### config.mk
export PLATFORM = sky130hd
export DESIGN_NAME = slot_power_sequencer_top
export DESIGN_NICKNAME = d
export VERILOG_FILES = /design/src/sps_pkg.sv /design/src/sps_slot.sv /design/src/slot_power_sequencer_top.sv
export SDC_FILE = /design/constraint.sdc
export NUM_CORES = 2
export LEC_CHECK = 0
export BUFFER_PORTS_ARGS = -buffer_cell sky130_fd_sc_hd__buf_2
export CORE_ASPECT_RATIO = 1.25
export CORE_MARGIN = 2
export CORE_UTILIZATION = 30
export CTS_CLUSTER_DIAMETER = 80
export DETAILED_ROUTE_END_ITERATION = 7
export GPL_ROUTABILITY_DRIVEN = 0
export PLACE_DENSITY = 0.55
export SYNTH_ARGS = -nofsm -noshare
export SYNTH_HDL_FRONTEND = slang
export SYNTH_SLANG_ARGS = --single-unit
### constraint.sdc
create_clock -name clk -period 7.4 [get_ports clk]
set_clock_uncertainty 0.1 [all_clocks]
set_input_delay 0.37 -clock clk [delete_from_list [all_inputs] [get_ports clk]]
set_output_delay 0.37 -clock clk [all_outputs]
set_load 0.02 [all_outputs]
### src/sps_pkg.sv
// Shared types and constants for the slot power sequencer.
// Used by every other file of the project; depends on nothing else.
package sps_pkg;

  localparam int MAX_SLOTS = 16;
  localparam int NUM_ON_LEVELS = 2;
  localparam int PIN_W = MAX_SLOTS * NUM_ON_LEVELS;
  localparam int TIME_W = 32;
  localparam int MS_W = 16;
  localparam int CFG_IDX_W = 3;

  localparam logic [1:0] FUNC_TICK = 2'd0;
  localparam logic [1:0] FUNC_QUERY = 2'd1;
  localparam logic [1:0] FUNC_START = 2'd2;

  localparam logic [CFG_IDX_W-1:0] CFG_SLOT_PRESENT = 3'd0;
  localparam logic [CFG_IDX_W-1:0] CFG_PIN_VALID = 3'd1;
  localparam logic [CFG_IDX_W-1:0] CFG_ON_POLARITY = 3'd2;
  localparam logic [CFG_IDX_W-1:0] CFG_PREINIT_OFF = 3'd3;
  localparam logic [CFG_IDX_W-1:0] CFG_CYCLE_OFF = 3'd4;
  localparam logic [CFG_IDX_W-1:0] CFG_STABILIZE = 3'd5;

  localparam logic [MS_W-1:0] PREINIT_OFF_RST = 16'd100;
  localparam logic [MS_W-1:0] CYCLE_OFF_RST = 16'd500;
  localparam logic [MS_W-1:0] STABILIZE_RST = 16'd100;

  typedef enum logic [2:0] {
    PH_PREINIT = 3'd0,
    PH_PENDING = 3'd1,
    PH_WAIT = 3'd2,
    PH_ON_LOW = 3'd3,
    PH_ON_HIGH = 3'd4
  } phase_t;

  typedef struct packed {
    logic [MS_W-1:0] preinit_off;
    logic [MS_W-1:0] cycle_off;
    logic [MS_W-1:0] stabilize;
  } dwell_cfg_t;

  typedef struct packed {
    logic off;
    logic low_on;
  } pin_cmd_t;

endpackage

### src/sps_slot.sv
// One slot's phase chain: phase register, phase timestamp and dwell comparator.
// Depends on sps_pkg for the phase type, dwell configuration and pin commands.
module sps_slot (
  input  logic                        clk,
  input  logic                        rst_n,
  input  logic                        step_en,
  input  logic [sps_pkg::TIME_W-1:0]  now_ms,
  input  sps_pkg::dwell_cfg_t         dwell,
  output sps_pkg::phase_t             phase_nxt,
  output sps_pkg::pin_cmd_t           cmd
);

  sps_pkg::phase_t             phase_r;
  logic [sps_pkg::TIME_W-1:0]  since_r;
  logic [sps_pkg::TIME_W-1:0]  since_nxt;
  logic [sps_pkg::TIME_W-1:0]  delta;
  logic [sps_pkg::MS_W-1:0]    dwell_sel;
  logic                        elapsed;

  always_comb begin
    phase_nxt = phase_r;
    since_nxt = since_r;
    cmd = '0;
    delta = now_ms - since_r;
    unique case (phase_r)
      sps_pkg::PH_PREINIT: dwell_sel = dwell.preinit_off;
      sps_pkg::PH_PENDING: dwell_sel = dwell.cycle_off;
      sps_pkg::PH_WAIT:    dwell_sel = dwell.stabilize;
      default:             dwell_sel = '0;
    endcase
    elapsed = delta > {{(sps_pkg::TIME_W - sps_pkg::MS_W){1'b0}}, dwell_sel};
    if (step_en && elapsed) begin
      unique case (phase_r)
        sps_pkg::PH_PREINIT: begin
          phase_nxt = sps_pkg::PH_PENDING;
          since_nxt = now_ms;
          cmd.off = 1'b1;
        end
        sps_pkg::PH_PENDING: begin
          phase_nxt = sps_pkg::PH_WAIT;
          since_nxt = now_ms;
          cmd.low_on = 1'b1;
        end
        sps_pkg::PH_WAIT: begin
          phase_nxt = sps_pkg::PH_ON_LOW;
          since_nxt = now_ms;
        end
        default: begin
          phase_nxt = phase_r;
        end
      endcase
    end
  end

  always_ff @(posedge clk) begin
    if (!rst_n) begin
      phase_r <= sps_pkg::PH_PREINIT;
      since_r <= '0;
    end else begin
      phase_r <= phase_nxt;
      since_r <= since_nxt;
    end
  end

endmodule

### src/slot_power_sequencer_top.sv
// Slot power sequencer top level: input register, slot lanes, pin latch and result register.
// Depends on sps_pkg and sps_slot.
//
//   channel | direction | handshake          | payload
//   in_     | request   | in_valid/in_stall  | func, time_now_ms, slot
//   out_    | result    | out_valid/out_stall| slot_stable, slot_phase, pin_levels, pin_driven
//   cfg_    | write     | cfg_valid/cfg_ready| cfg_index, cfg_wdata
//
// Each request passes from the input register into the result register and waits there until
// it is taken; one request is taken every cycle unless a stalled result holds the input register.
// All slot lanes compare their dwell times in parallel in the cycle the request commits.
// Reset is synchronous and active low; it clears phases, timestamps, pins and the start flag.
// A stalled result holds the result register, and the input register then stalls the input.
module slot_power_sequencer_top #(
  parameter int NUM_SLOTS = 16
) (
  input  logic                              clk,
  input  logic                              rst_n,
  input  logic                              in_valid,
  output logic                              in_stall,
  input  logic [1:0]                        in_func,
  input  logic [31:0]                       in_time_now_ms,
  input  logic [3:0]                        in_slot,
  output logic                              out_valid,
  input  logic                              out_stall,
  output logic                              out_slot_stable,
  output logic [2:0]                        out_slot_phase,
  output logic [sps_pkg::PIN_W-1:0]         out_pin_levels,
  output logic [sps_pkg::PIN_W-1:0]         out_pin_driven,
  input  logic                              cfg_valid,
  output logic                              cfg_ready,
  input  logic [sps_pkg::CFG_IDX_W-1:0]     cfg_index,
  input  logic [31:0]                       cfg_wdata
);

  logic [sps_pkg::MAX_SLOTS-1:0]  slot_present_r;
  logic [sps_pkg::PIN_W-1:0]      pin_valid_r;
  logic [sps_pkg::PIN_W-1:0]      on_polarity_r;
  sps_pkg::dwell_cfg_t            dwell_r;

  logic                           s1_valid_r;
  logic [1:0]                     s1_func_r;
  logic [sps_pkg::TIME_W-1:0]     s1_now_r;
  logic [3:0]                     s1_slot_r;

  logic                           out_valid_r;
  logic                           out_stable_r;
  sps_pkg::phase_t                out_phase_r;
  logic [sps_pkg::PIN_W-1:0]      level_r;
  logic [sps_pkg::PIN_W-1:0]      level_nxt;
  logic [sps_pkg::PIN_W-1:0]      driven_r;
  logic [sps_pkg::PIN_W-1:0]      driven_nxt;
  logic                           started_r;
  logic                           started_nxt;

  logic                           commit;
  logic                           is_tick;
  logic                           is_start;
  logic [sps_pkg::MAX_SLOTS-1:0]  present_v;
  sps_pkg::phase_t                ph_all [sps_pkg::MAX_SLOTS];
  sps_pkg::pin_cmd_t              cmd_all [sps_pkg::MAX_SLOTS];
  logic [3:0]                     rq;
  logic                           stable_nxt;
  sps_pkg::phase_t                phase_nxt;

  assign commit = s1_valid_r && (!out_valid_r || !out_stall);
  assign in_stall = s1_valid_r && !commit;
  assign cfg_ready = 1'b1;
  assign is_tick = commit && (s1_func_r == sps_pkg::FUNC_TICK) && started_r;
  assign is_start = commit && (s1_func_r == sps_pkg::FUNC_START);

  always_comb begin
    for (int i = 0; i < sps_pkg::MAX_SLOTS; i++) begin
      present_v[i] = slot_present_r[i] && (i < NUM_SLOTS);
    end
  end

  for (genvar g = 0; g < sps_pkg::MAX_SLOTS; g++) begin : g_slot
    if (g < NUM_SLOTS) begin : g_lane
      sps_slot u_slot (
        .clk       (clk),
        .rst_n     (rst_n),
        .step_en   (is_tick && present_v[g]),
        .now_ms    (s1_now_r),
        .dwell     (dwell_r),
        .phase_nxt (ph_all[g]),
        .cmd       (cmd_all[g])
      );
    end else begin : g_absent
      assign ph_all[g] = sps_pkg::PH_PREINIT;
      assign cmd_all[g] = '0;
    end
  end

  always_comb begin
    logic off_req;
    level_nxt = level_r;
    driven_nxt = driven_r;
    for (int s = 0; s < sps_pkg::MAX_SLOTS; s++) begin
      off_req = (is_start && present_v[s]) || cmd_all[s].off;
      for (int l = 0; l < sps_pkg::NUM_ON_LEVELS; l++) begin
        if (pin_valid_r[s*sps_pkg::NUM_ON_LEVELS + l] && (off_req || cmd_all[s].low_on)) begin
          level_nxt[s*sps_pkg::NUM_ON_LEVELS + l] =
            (cmd_all[s].low_on && (l == 0)) ? on_polarity_r[s*sps_pkg::NUM_ON_LEVELS + l]
                                            : !on_polarity_r[s*sps_pkg::NUM_ON_LEVELS + l];
          driven_nxt[s*sps_pkg::NUM_ON_LEVELS + l] = 1'b1;
        end
      end
    end
    started_nxt = started_r || is_start;
  end

  always_comb begin
    rq = present_v[s1_slot_r] ? s1_slot_r : 4'd0;
    if (present_v[rq]) begin
      phase_nxt = ph_all[rq];
      stable_nxt = (phase_nxt == sps_pkg::PH_ON_LOW) || (phase_nxt == sps_pkg::PH_ON_HIGH);
    end else begin
      phase_nxt = sps_pkg::PH_PREINIT;
      stable_nxt = 1'b1;
    end
  end

  always_ff @(posedge clk) begin
    if (!rst_n) begin
      slot_present_r <= '0;
      pin_valid_r <= '0;
      on_polarity_r <= '0;
      dwell_r.preinit_off <= sps_pkg::PREINIT_OFF_RST;
      dwell_r.cycle_off <= sps_pkg::CYCLE_OFF_RST;
      dwell_r.stabilize <= sps_pkg::STABILIZE_RST;
    end else if (cfg_valid && cfg_ready) begin
      unique case (cfg_index)
        sps_pkg::CFG_SLOT_PRESENT: slot_present_r <= cfg_wdata[sps_pkg::MAX_SLOTS-1:0];
        sps_pkg::CFG_PIN_VALID:    pin_valid_r <= cfg_wdata;
        sps_pkg::CFG_ON_POLARITY:  on_polarity_r <= cfg_wdata;
        sps_pkg::CFG_PREINIT_OFF:  dwell_r.preinit_off <= cfg_wdata[sps_pkg::MS_W-1:0];
        sps_pkg::CFG_CYCLE_OFF:    dwell_r.cycle_off <= cfg_wdata[sps_pkg::MS_W-1:0];
        sps_pkg::CFG_STABILIZE:    dwell_r.stabilize <= cfg_wdata[sps_pkg::MS_W-1:0];
        default: begin
        end
      endcase
    end
  end

  always_ff @(posedge clk) begin
    if (!rst_n) begin
      s1_valid_r <= 1'b0;
      out_valid_r <= 1'b0;
      level_r <= '0;
      driven_r <= '0;
      started_r <= 1'b0;
    end else begin
      if (in_valid && !in_stall) begin
        s1_valid_r <= 1'b1;
      end else if (commit) begin
        s1_valid_r <= 1'b0;
      end
      if (commit) begin
        out_valid_r <= 1'b1;
      end else if (!out_stall) begin
        out_valid_r <= 1'b0;
      end
      level_r <= level_nxt;
      driven_r <= driven_nxt;
      started_r <= started_nxt;
    end
  end

  always_ff @(posedge clk) begin
    if (in_valid && !in_stall) begin
      s1_func_r <= in_func;
      s1_now_r <= in_time_now_ms;
      s1_slot_r <= in_slot;
    end
    if (commit) begin
      out_stable_r <= stable_nxt;
      out_phase_r <= phase_nxt;
    end
  end

  assign out_valid = out_valid_r;
  assign out_slot_stable = out_stable_r;
  assign out_slot_phase = out_phase_r;
  assign out_pin_levels = level_r;
  assign out_pin_driven = driven_r;

  a_stall_needs_item: assert property (@(posedge clk) disable iff (!rst_n)
    in_stall |-> (s1_valid_r && out_valid_r))
    else $error("input stalled without a held request and a held result");

  a_no_drive_before_start: assert property (@(posedge clk) disable iff (!rst_n)
    !started_r |-> (driven_r == '0))
    else $error("pin driven before the start request");

  a_stable_phase: assert property (@(posedge clk) disable iff (!rst_n)
    (out_valid_r && out_stable_r) |->
      (out_phase_r == sps_pkg::PH_ON_LOW || out_phase_r == sps_pkg::PH_ON_HIGH ||
       out_phase_r == sps_pkg::PH_PREINIT))
    else $error("stable answer with a phase that is not on");

endmodule

==> flow_metrics.env <==
export IMPL_status="finished, final reports clean"
export IMPL_grt_util_all_layers_pct=22.1
export IMPL_hp_class="input port to register"
export IMPL_yosysMostFrequentCell="nor2_1"
export IMPL_cts_buffer_depth=3
export IMPL_htreeDepth=3
export IMPL_hold_start="rst_n"
export IMPL_portBuffers=147
export IMPL_worst_path_most_repeated_cell="buf_4"
export IMPL_clock_root_buffer="clkbuf_16"
export IMPL_ios=149
export IMPL_start_util_pct=30.2
export IMPL_drt_vias_per_instance=5.57
export IMPL_synth_flop_cell="dfxtp_1"
export IMPL_fin_crit_sh_pct=96.2
export IMPL_synth_nets=10718
export IMPL_reg2reg_depth=24
export IMPL_rsz0062_at_grt="no"
export IMPL_syn_instance_count=9872
export IMPL_synth_top_area_share_pct=20.5
export IMPL_slew_headroom_pct=10.9
export IMPL_drc=0
export IMPL_hold_violations=0
export IMPL_wl_per_cell_um=21.8
export IMPL_grt_pass1_vias=69900
export IMPL_syn_area_um2=73800
export IMPL_period_minus_slack_ns=7.12
export IMPL_drive_above_1_share_pct=7.74
export IMPL_end_kind="register"
export IMPL_die_w_um=448
export IMPL_clkLatencyLatePin_ns=0.76
export IMPL_area_delta_synth_final_pct=11.6
export IMPL_synth_distinct_cells=106
export IMPL_pre_cts_slack_ns=0.0837
export IMPL_worstHoldPathCells=3
export IMPL_drt_iter0_drc=6320
export IMPL_first_pass_iters=6
export IMPL_ir_drop_uv=170
export IMPL_cpPeakStageDelay_ns=0.70
export IMPL_gr_total_overflow=0
export IMPL_rrSetupSlack_ns=0.28
export IMPL_synth_common_cells="nor2_1 (1122), a21oi_1 (998), nand2_1 (962), mux2i_1 (777), dfxtp_1 (755)"
export IMPL_cap_violations=0
export IMPL_dp_hpwl_um=209000
export IMPL_fin_nets=10663
export IMPL_yosys_warnings=0
export IMPL_syn_avg_cell_area_um2=7.47
export IMPL_power_density_nw_per_um2=148
export IMPL_fmax_mhz=141
export IMPL_setup_ws_ns=0.284
export IMPL_post_cts_buffers=0
export IMPL_r2r_end="out_slot_stable"
export IMPL_yosysTopAreaCell="dfxtp_1"
export IMPL_holdPathEnd="dwell_r[21]"
export IMPL_crit_fanout=7
export IMPL_synth_seq_area_share_pct=22.2
export IMPL_cp_arrival_ns=7.59
export IMPL_synth_async_reset_ratio_pct=0
export IMPL_numCtsBuffers=92
export IMPL_antenna_found_initial=16
export IMPL_core_um2=245000
export IMPL_wl_um=287000
export IMPL_grt_max_degree=194
export IMPL_row_count=203
export IMPL_timing_setup_tns_ns=0
export IMPL_cts_tree="yes"
export IMPL_path_cells="buf_4 -> buf_4 -> buf_4 -> ha_1 -> a21oi_1 -> o21a_1 -> o221ai_1 -> nor2_1 -> xnor2_1 -> ha_1 -> nand4_1 -> or3_1 -> a211oi_1 -> nor4_1 -> o221ai_1 -> a2111oi_0 -> nand4_1 -> o211ai_1 -> o211ai_1 -> o211a_1 -> a32oi_1 -> a32oi_1 -> buf_4 -> o31ai_1"
export IMPL_die_area_um2=250000
export IMPL_clock_sinks=797
export IMPL_detail_route_antenna_nets=0
export IMPL_die_h_um=558
export IMPL_power_mw=12.2
export IMPL_slew_violations=0
export IMPL_cts_clk_slew_worst_paths_ns=0.07
export IMPL_synth_edf_count=42
export IMPL_ys_ff_latch=797
export IMPL_critPathRequiredTime_ns=7.87
export IMPL_num_vias=73460
export IMPL_timing_rr_start="s1_now_r[7]"
export IMPL_slowest_stage="edfxtp_1"
export IMPL_setup_viol=0
export IMPL_critical_path_class="register to register"
export IMPL_grt_first_pass_wirelength_um=429000
export IMPL_crit_path_start_kind="register"
export IMPL_power_leakage_nw=32.7
export IMPL_worst_pin_slew_ns=1.33
export IMPL_synth_area_leaders="dfxtp_1 (20%), ha_1 (13%), mux2i_1 (11%), a21oi_1 (6.8%), nor2_1 (5.7%)"
==> placed cells by master, fill, tap and decap left out, types with 31 or more instances in the layout <==
cell type,Yosys,routed
a2111oi_0,34,34
a211oi_1,106,106
a21o_1,175,172
a21oi_1,998,996
a221oi_1,31,31
a31oi_1,73,73
and2_1,77,77
and3_1,68,68
and4_1,31,31
buf_2,44,147
buf_4,17,194
clkbuf_16,0,96
dfxtp_1,755,755
dlygate4sd3_1,0,74
edfxtp_1,42,42
ha_1,752,752
inv_1,643,642
mux2i_1,777,777
nand2_1,962,955
nand2b_1,182,182
nand3_1,180,180
nand4_1,177,177
nor2_1,1122,1121
nor2b_1,77,76
nor3_1,142,142
nor4_1,41,40
o2111ai_1,36,36
o211ai_1,110,110
o21a_1,102,102
o21ai_0,488,488
o21bai_1,40,40
o31ai_1,31,31
or2_2,139,139
or3_1,47,47
xnor2_1,173,173
xor2_1,157,157
==> area by class of cell <==
class | instances | area, um2
inverters | 645 | 2430
well taps | 3280 | 4100
diodes | 10 | 25.0
clock inverters | 54 | 662
multi-input cells | 7837 | 52700
clock buffers | 113 | 2540
flip-flops and latches | 797 | 16400
fillers | 25850 | 162000
repair buffers | 444 | 3510
==> state kept, by name, indices dropped and copies added (netlist names) <==
| name | flops |
|---|---|
| g_slot.g_lane.u_slot.phase_r | 48 |
| out_slot_stable | 1 |
| out_pin_driven | 32 |
| out_pin_levels | 32 |
| dwell_r | 48 |
| started_r | 1 |
| on_polarity_r | 32 |
| out_valid | 1 |
| g_slot.g_lane.u_slot.since_r | 512 |
| s1_func_r | 2 |
| present_v | 16 |
| pin_valid_r | 32 |
| s1_now_r | 32 |
| s1_valid_r | 1 |
| out_slot_phase | 3 |
| s1_slot_r | 4 |
==> worst max-delay path, delay by kind of cell (launching register included) <==
kind / cells / cell delay (ns)
DFF: 1 / 0.70
and+or+nand+nor: 5 / 1.48
adders and majority gates: 2 / 0.54
buffers and inverters: 4 / 0.90
xor gates and xnor gates: 1 / 0.30
AOI/OAI and AO/OA: 12 / 2.97
==> power breakdown <==
group | total, mW | internal, mW | switching (mW)
sequential | 4.43 | 4.36 | 0.0683
combinational | 2.82 | 1.04 | 1.77
clock | 4.96 | 2.84 | 2.11
total | 12.2 | 8.24 | 3.96
==> layer usage <==
layer	GRT usage (%)	wire length [um]	vias to the layer above	share of wire, %
li1	-	-	35015	-
met1	25.3	111000	34589	39
met2	37.3	133000	2908	46
met3	3.28	18200	948	6.3
met4	16.4	24800	0	8.6
met5	0	0	-	0
==> stage by stage <==
stage / utilization (%) / std cells / hold slack [ns] / cell area, um2
floorplan: - / 9872 / 0.313 / 73800
global placement: 32.0 / 12929 / 0.323 / 78400
detailed placement: 32.0 / 12929 / 0.328 / 78400
CTS: 33.7 / 13170 / 0.0666 / 82300
global route: 33.7 / 13176 / 0.109 / 82300
finish: 33.7 / 13180 / 0.130 / 82400
==> how the worst max path moves through the flow <==
| stage | startpoint | end | slack (ns) |
|---|---|---|---|
| after floorplan | s1_now_r[0] | out_slot_stable | 0.93 |
| after global placement | s1_now_r[3] | out_slot_stable | 0.34 |
| after detailed placement | s1_now_r[3] | out_slot_stable | 0.08 |
| after CTS | s1_now_r[3] | out_slot_stable | 0.13 |
| after global routing | s1_now_r[3] | out_slot_stable | 0.01 |
| final | s1_now_r[7] | out_slot_stable | 0.28 |
==> kinds of logic after synthesis <==
logic type / synth area share (%)
AND/OR/NAND/NOR: 21.1
adder cells (fa/ha/maj): 13.2
other: 0.00508
flip-flops: 22.2
XOR/XNOR: 3.94
buffers and inverters: 6.46
multiplexers: 11.0
AO/OA/AOI/OAI: 22.2
==> what timing repair did <==
action	4_1_cts	5_1_grt
hold buffers	74	0
endpoints found under the setup margin	0	36
endpoints found under the hold margin	168	0
gates resized for setup	0	1
(Power assumes the default switching activity.)
